$ cat config.mk
export PLATFORM = sky130hd
export DESIGN_NAME = mgct_ram
export DESIGN_NICKNAME = d
export VERILOG_FILES = /design/src/design/mgct_ram.sv
export SDC_FILE = /design/constraint.sdc
export NUM_CORES = 1
export LEC_CHECK = 0
export ABC_AREA = 0
export BUFFER_PORTS_ARGS = -buffer_cell sky130_fd_sc_hd__buf_2
export CAP_MARGIN = 20
export CORE_AREA = 3 3 134 136
export DETAILED_ROUTE_END_ITERATION = 7
export DIE_AREA = 0 0 137 139
export SLEW_MARGIN = 30
export SYNTH_ARGS = -nofsm -noshare
export SYNTH_HDL_FRONTEND = slang
export SYNTH_SLANG_ARGS = --single-unit
$ cat constraint.sdc
create_clock -name clk_i -period 2.5 [get_ports clk_i]
set_clock_uncertainty 0.2 [all_clocks]
set_input_delay 0.25 -clock clk_i [delete_from_list [all_inputs] [get_ports clk_i]]
set_output_delay 0.25 -clock clk_i [all_outputs]
set_load 0.02 [all_outputs]
$ cat src/design/mgct_ram.sv
// ----------------------------------------------------------------------------
// mgct_ram
// Generic single-port synchronous RAM, one write or read per cycle,
// registered read data.
// ----------------------------------------------------------------------------
module mgct_ram #(
  parameter int unsigned Width = 8,
  parameter int unsigned Depth = 16
) (
  input  logic                     clk_i,
  input  logic                     we_i,
  input  logic [$clog2(Depth)-1:0] addr_i,
  input  logic [Width-1:0]         wdata_i,
  output logic [Width-1:0]         rdata_o
);

  logic [Width-1:0] mem_q [Depth];

  always_ff @(posedge clk_i) begin
    if (we_i) begin
      mem_q[addr_i] <= wdata_i;
    end
    rdata_o <= mem_q[addr_i];
  end

endmodule

==> results.cfg, run 1 <==
[cts]
cts_tree = yes
clk_pin_slew_ns = 0.06
ctsHtreeMaxLevel = 4
cts.hold.buffers_added = 0
cts-root-buf = clkbuf_16
clk_latency_ns = 0.41
ctsResizeCount = 0
cts_setup_buffers = 0
clkSinkCount = 136
cts_made_buffers = 17
clockBufferDepth = 2

[synth]
yosysSeqAreaShare_pct = 79.0
netlist_instances = 230
yosysMostFrequentCell = edfxtp_1
syn_avg_cell_area_sq_um = 22.0
syn-num-nets = 244
syn_area_sq_um = 5070
synth_top_area_share_pct = 75.9
synthArstFlopShare_pct = 0
synth_edf_count = 128
ys_warn_count = 0
yosys.cell_types.count = 18
synth_commonest_cells = edfxtp_1, mux4_2, a22oi_1
ys.flop_type = edfxtp_1
synth_seq_cells = 136
yosysTopAreaCell = edfxtp_1
synth_area_leaders = edfxtp_1, mux4_2, dfxtp_1, a22oi_1, nor2_1

[critical_path]
cp_slowest_cell = nor2_1
critPathLaunch = addr_i[2]
cp-start-kind = input port
crit_type = in -> reg
rr_startpoint = mem_q[3][5]
worst_ep_arrival_time_ns = 1.46
crit_fanout = 8
r2r_slack_ns = 0.91
crit_family = simple AND/OR/NAND/NOR gates
crit_buf_inv = 1
path_depth = 3
reg2reg_to = rdata_o[5]
critPathMaxStageDelay_ns = 0.56
cp-endpoint = mem_q[1][4]
end_kind = flip-flop
cp.required_ns = 2.34
cp_cell_sequence = buf_2, or3b_2, nor2_1
rr_worst_depth = 3

[sta]
fin_crit_ns = 1.62
fin_hold_ws_ns = 0.0246
finalSetupTns_ns = 0
fin_crit_sh_pct = 64.9
grt_setup_unrepaired = no
setup_violations = 0
worst_pin_slew_ns = 0.901
fmaxAchievable_mhz = 617
relSlewSlack_pct = 39.7
drv_slew = 0
finalHoldViolCount = 0

[floorplan]
start_util_pct = 29.7
fp.dieArea_sq_um = 19000
dieHeight_microns = 139
die-width_microns = 137
core_sq_um = 17100
placementRows = 48
ioPinCount = 22

[routing]
routedWlPerCell_microns = 19.8
viasPerCell = 4.65
drc = 0
finalWirelength_microns = 10200
drt_iter0_markers = 156
vias = 2401
drtPass1Iterations = 4
postRouteAntennaNets = 0

[power_and_ir_drop]
power_density_nw_per_um2 = 857
intPower_uw = 4200
switching_share_pct = 19.8
power_frac_clock_pct = 46.1
switching_power_uw = 1040
vdd_drop_max_uv = 297
p_seq_share_pct = 49.0
pwr-share-comb_pct = 4.9
power.total_uw = 5230
leakage_uw = 0.00199

[finish]
layout.nets = 292
drive_above_1_share_pct = 33.7
diodes = 0
layout.cells.non_filler = 516
syn_to_final_growth_pct = 20.5

[run_status]
status = finished clean

[worst_hold_path]
min-delay-path-class = in -> reg

[grt]
antenna_found_initial = 0
grt_pass1_wl_microns = 15800
grt_usage_pct = 11.5
grt_pass1_vias = 2586
grt_max_degree = 17
overflow = 0

[place]
hpwl_microns = 6720
dp_cells = 484
numPortBuffers = 21
place_congestion = 0.741

[run]
max_cap_violations = 0
stage by stage:
stage | cell area, sq um | util, % | setup slack [ns]
after floorplan | 5070 | - | 0.557
after global placement | 5540 | 32.5 | 0.427
after detailed placement | 5540 | 32.5 | 0.414
after CTS | 6110 | 35.8 | 0.829
after global routing | 6110 | 35.8 | 0.781
final | 6110 | 35.8 | 0.878
power by group through the flow:
stage | registers (uW) | logic, uW | clock network (uW)
floorplan | 2630 | 131 | 0
global placement | 2610 | 256 | 0
detailed placement | 2610 | 263 | 0
CTS | 2570 | 262 | 2470
global route | 2570 | 279 | 2570
finish | 2560 | 255 | 2410
cell usage in the layout, fill, tap and decap left out:
cell type / count
dfxtp_1: 8
mux4_2: 32
buf_4: 19
clkinv_1: 4
nand2b_1: 2
nor3_1: 4
bufinv_16: 3
edfxtp_1: 128
nor2_1: 13
nand3b_1: 2
clkinv_2: 4
nor2b_1: 2
and2_1: 1
or3b_2: 1
clkbuf_16: 17
buf_2: 21
a22oi_1: 16
nand2_1: 9
clkbuf_1: 3
nand3_1: 1
clkinvlp_4: 1
sequential cells by signal, indices dropped and copies added, names as in the netlist:
signal,flops
mem_q,128
rdata_o,8
kinds of logic after synthesis:
logic type | share of synthesized area, %
AO/OA/AOI/OAI | 2.37
flip-flops | 79.0
multiplexers | 14.2
AND/OR/NAND/NOR | 3.21
buffers and inverters | 1.19
worst register-to-register path: stages, from the launching register on:
cell and delay (ns):
edfxtp_1 0.36, mux4_2 0.46, a22oi_1 0.32, nand2_1 0.13
area by class of cell:
cell class / instances / area (sq um)
flip-flops and latches: 136 / 4000
well taps: 225 / 282
fillers: 1616 / 11000
multi-input cells: 83 / 1000
clock buffers: 20 / 437
repair buffers: 40 / 248
clock inverters: 12 / 133
layer usage:
layer / GRT usage, % / up-vias / part of all wire [%]
li1: - / 1054 / -
met4: 5.30 / 0 / 2.3
met1: 16.3 / 1254 / 44
met2: 16.7 / 75 / 48
met5: 0 / - / 0
met3: 3.01 / 18 / 5.6
how the worst min path moves through the flow:
stage | start | end | slack [ns] | depth (start not counted)
floorplan | wdata_i[0] | mem_q[0][0] | 0.15 | 0
global placement | wdata_i[4] | mem_q[2][4] | 0.44 | 1
detailed placement | wdata_i[4] | mem_q[2][4] | 0.45 | 1
CTS | wdata_i[4] | mem_q[6][4] | 0.004 | 1
global route | wdata_i[6] | mem_q[9][6] | 0.02 | 1
finish | wdata_i[4] | mem_q[6][4] | 0.02 | 1
Power figures use the tool's default switching activity.
==> run 2, diff against run 1 <==
==> constraint.sdc (replaced) <==
create_clock -name clk_i -period 1.3 [get_ports clk_i]
set_clock_uncertainty 0.2 [all_clocks]
set_input_delay 0.13 -clock clk_i [delete_from_list [all_inputs] [get_ports clk_i]]
set_output_delay 0.13 -clock clk_i [all_outputs]
set_load 0.02 [all_outputs]
==> results.cfg, run 2 (synthesis results as in run 1) <==
[power_and_ir_drop]
vdd_drop_max_uv = 892
power_density_nw_per_um2 = 1520
leakage_uw = 0.00221

[sta]
drv_slew = 0
finalHoldViolCount = 0
worst_pin_slew_ns = 0.813
fin_crit_sh_pct = 115
setup_ws_ns = -0.193
fin_hold_ws_ns = 0.155
fmaxAchievable_mhz = 670
fin_crit_ns = 1.49
relSlewSlack_pct = 45.7
setup_violations = 8
grt_setup_unrepaired = yes

[floorplan]
placementRows = 48
die-width_microns = 137
start_util_pct = 29.7
ioPinCount = 22
core_sq_um = 17100
fp.dieArea_sq_um = 19000
dieHeight_microns = 139

[critical_path]
crit_fanout = 1
crit_type = reg -> reg
cp.required_ns = 1.39
critPathMaxStageDelay_ns = 0.52
end_kind = flip-flop
cp_cell_sequence = mux4_2, a22oi_2, nand2_1
cp_slowest_cell = mux4_2
rr_worst_depth = 3
reg2reg_to = rdata_o[2]
r2r_slack_ns = -0.19
worst_ep_arrival_time_ns = 1.58
cp-start-kind = flip-flop
critPathLaunch = mem_q[7][2]
cp-endpoint = rdata_o[2]
rr_startpoint = mem_q[7][2]

[run]
max_cap_violations = 0

[run_status]
status = finished with violations
violations = setup timing

[cts]
ctsHtreeMaxLevel = 4
clk_latency_ns = 0.41
clockBufferDepth = 2
cts-root-buf = clkbuf_16
clk_pin_slew_ns = 0.06
cts_tree = yes
cts_made_buffers = 17
clkSinkCount = 136

[place]
numPortBuffers = 21
place_congestion = 0.716
dp_cells = 503
hpwl_microns = 7350

[routing]
postRouteAntennaNets = 0
finalWirelength_microns = 10900
viasPerCell = 4.64
drt_iter0_markers = 216
drc = 0
drtPass1Iterations = 5
vias = 2521
routedWlPerCell_microns = 20.2

[finish]
top_regs = mem_q (128), rdata_o (8)
syn_to_final_growth_pct = 33.3
layout.cells.non_filler = 543
regMostFlops = mem_q
final_common_cell = edfxtp_1
final_cell_mix = edfxtp_1, mux4_2, buf_4, buf_2, clkbuf_16
num-fill-cells = 1517
largest_reg_flops = 128
diodes = 0
drive_above_1_share_pct = 46.5
layout.nets = 319

[grt]
grt_usage_pct = 12.4
overflow = 0
grt_pass1_vias = 2685
grt_max_degree = 21
grt_pass1_wl_microns = 16600
antenna_found_initial = 0

[worst_hold_path]
min-delay-path-class = in -> reg
## run 2: cell types whose count changed in the layout (fill, tap and decap cells not counted), sizes merged
cell,before,now
buf,40,59
dlygate4sd3,0,8
clkinv,8,5
clkbuf,20,22
clkinvlp,1,2
## run 2: repair_timing
action                                  4_1_cts  5_1_grt
hold buffers                                  8        0
pin swaps                                    10        3
endpoints found under the setup margin        9        8
resized for setup                            10        2
setup buffers                                 0        0
endpoints found under the hold margin       128        0
## run 2: area by class of cell
| cell class | count | area (sq um) | area share [%] |
|---|---|---|---|
| Sequential cell | 136 | 4000 | 59.3 |
| Clock inverter | 10 | 128 | 1.89 |
| Clock buffer | 22 | 444 | 6.58 |
| Timing Repair Buffer | 67 | 673 | 9.97 |
| Tap cell | 225 | 282 | 4.17 |
| Multi-Input combinational cell | 83 | 1220 | 18.1 |
## run 2: worst min-delay path by stage
stage          cells past startpoint      endpoint        from
2_1_floorplan                      0   mem_q[0][0]  wdata_i[0]
3_3_place_gp                       1  mem_q[14][5]  wdata_i[5]
3_5_place_dp                       1  mem_q[10][7]  wdata_i[7]
4_1_cts                            3   mem_q[2][5]   addr_i[3]
5_1_grt                            3   mem_q[2][6]   addr_i[3]
6_report                           3   mem_q[2][5]   addr_i[3]
## run 2: stage by stage
stage                     power [uW]  area (sq um)  worst slack, ns  utilization [%]  TNS (ns)
after global routing           10600          6750           -0.226             39.6     -1.62
after detailed placement        5670          6040           -0.524             35.4    -37.11
after floorplan                 5370          5290           -0.164                -     -3.38
after CTS                      10400          6740           -0.187             39.5     -1.33
final                          10300          6750           -0.193             39.6     -1.28
after global placement          5650          6040           -0.519             35.4    -36.54
## run 2: report_power, final
| part | switching [uW] | internal, uW | total [uW] |
|---|---|---|---|
| Sequential | 29.6 | 4910 | 4930 |
| Clock | 1660 | 2990 | 4650 |
| Combinational | 371 | 301 | 672 |
| Total | 2060 | 8190 | 10300 |
## run 2: critical path: cells and delay by family, from the launching register on
kind | cells | cell delay (ns)
AND/OR/NAND/NOR | 1 | 0.10
AO/OA/AOI/OAI | 1 | 0.18
multiplexers | 1 | 0.52
flip-flops | 1 | 0.36
## run 2: per-layer routing
metal | part of all wire (%) | up-vias | track usage, % | routed length [microns]
li1 | - | 1114 | - | -
met1 | 45 | 1328 | 16.9 | 4980
met4 | 1.7 | 0 | 4.94 | 184
met5 | 0 | - | 0 | 0
met2 | 48 | 65 | 18.5 | 5270
met3 | 4.7 | 14 | 4.03 | 515
==> run 3, diff against run 2 <==
--- a/config.mk
+++ b/config.mk
@@ -11,6 +11,7 @@
 export CORE_AREA = 3 3 134 136
 export DETAILED_ROUTE_END_ITERATION = 7
 export DIE_AREA = 0 0 137 139
+export RECOVER_POWER = 25
 export SLEW_MARGIN = 30
 export SYNTH_ARGS = -nofsm -noshare
 export SYNTH_HDL_FRONTEND = slang
==> results.cfg, run 3 (synthesis results as in run 1) <==
[run_status]
status = finished with violations
violations = setup timing

[finish]
layout.cells.non_filler = 543
diodes = 0
regMostFlops = mem_q
final_common_cell = edfxtp_1
final_util_pct = 39.6
fin_area_sq_um = 6750
final_cell_mix = edfxtp_1, mux4_2, buf_4, clkbuf_16, buf_12
layout.nets = 319
largest_reg_flops = 128
num-fill-cells = 1517
drive_above_1_share_pct = 46.5
top_regs = mem_q (128), rdata_o (8)
syn_to_final_growth_pct = 33.3

[cts]
clk_latency_ns = 0.41
cts-root-buf = clkbuf_16
cts_made_buffers = 17
cts_setup_buffers = 0
clockBufferDepth = 2
ctsHtreeMaxLevel = 4
clkSinkCount = 136
cts_tree = yes
clk_pin_slew_ns = 0.06

[place]
numPortBuffers = 21
placed_area_sq_um = 6040
place_congestion = 0.716
dp_cells = 503
hpwl_microns = 7350

[grt]
grt_pass1_wl_microns = 16600
grt_max_degree = 21
overflow = 0
grt_pass1_vias = 2685
antenna_found_initial = 0
grt_usage_pct = 12.4

[critical_path]
rr_worst_depth = 3
cp.required_ns = 1.39
crit_fanout = 1
end_kind = flip-flop
crit_type = reg -> reg
worst_ep_arrival_time_ns = 1.58
cp-start-kind = flip-flop

[sta]
fmaxAchievable_mhz = 670
drv_slew = 0
worst_pin_slew_ns = 0.813
finalHoldViolCount = 0
setup_ws_ns = -0.193
fin_crit_ns = 1.49
grt_setup_unrepaired = yes
relSlewSlack_pct = 45.7
setup_violations = 8
fin_crit_sh_pct = 115
finalSetupTns_ns = -1.27

[power_and_ir_drop]
power_density_nw_per_um2 = 1520
leakage_uw = 0.00221
vdd_drop_max_uv = 892

[routing]
drc = 0
drtPass1Iterations = 5
routedWlPerCell_microns = 20.1
viasPerCell = 4.64
finalWirelength_microns = 10900
vias = 2519
postRouteAntennaNets = 0
drt_iter0_markers = 216

[floorplan]
ioPinCount = 22
die-width_microns = 137
core_sq_um = 17100
placementRows = 48
start_util_pct = 29.7
fp.dieArea_sq_um = 19000
dieHeight_microns = 139

[worst_hold_path]
min-delay-path-class = in -> reg
min_path_cells = 3

[run]
max_cap_violations = 0
==> run 3: per-stage QoR <==
stage                     setup slack (ns)  hold WS, ns  total power, uW
after CTS                           -0.187        0.145            10400
after global routing                -0.226        0.168            10600
after global placement              -0.519        0.345             5650
after floorplan                     -0.164       0.0289             5370
final                               -0.193        0.155            10300
after detailed placement            -0.524        0.359             5670
==> run 3: power by group <==
group	internal, uW	leakage, uW	total [uW]	switching (uW)
combinational	301	0.000717	672	371
sequential	4910	0.00122	4940	29.6
clock	2990	0.000273	4650	1660
==> run 3: cell type report <==
| cell class | instances | area (sq um) | share of cell area [%] |
|---|---|---|---|
| sequential | 136 | 4000 | 59.3 |
| multi-input combinational | 83 | 1220 | 18.1 |
| timing repair buffer | 67 | 673 | 9.97 |
| clock buffer | 22 | 444 | 6.58 |
| tap | 225 | 282 | 4.17 |
| clock inverter | 10 | 128 | 1.89 |
==> run 3: worst max-delay path: stages (launching register included) <==
cell,delay [ns]
edfxtp_1,0.36
mux4_2,0.52
a22oi_2,0.18
nand2_1,0.10
==> run 3: timing repair <==
action,CTS,global route
endpoints found under the setup margin,9,8
hold buffers,8,0
pin swaps,10,3
resized for setup,10,2
hold endpoints to repair,128,0
==> run 3: worst paths after layout <==
kind | slack [ns] | end | start
worst min-delay path | 0.16 | mem_q[2][5] | addr_i[3]
worst min register to register | 0.47 | rdata_o[7] | mem_q[14][7]
worst max register to register | -0.19 | rdata_o[2] | mem_q[7][2]
worst max-delay path | -0.19 | rdata_o[2] | mem_q[7][2]
==> run 3: routing by layer <==
| metal | vias to the layer above | global-route usage (%) | part of all wire [%] | routed length (microns) |
|---|---|---|---|---|
| met2 | 65 | 18.5 | 48 | 5270 |
| met3 | 14 | 4.03 | 4.7 | 515 |
| li1 | 1114 | - | - | - |
| met5 | - | 0 | 0 | 0 |
| met4 | 0 | 4.94 | 1.7 | 184 |
| met1 | 1326 | 16.9 | 45 | 4970 |
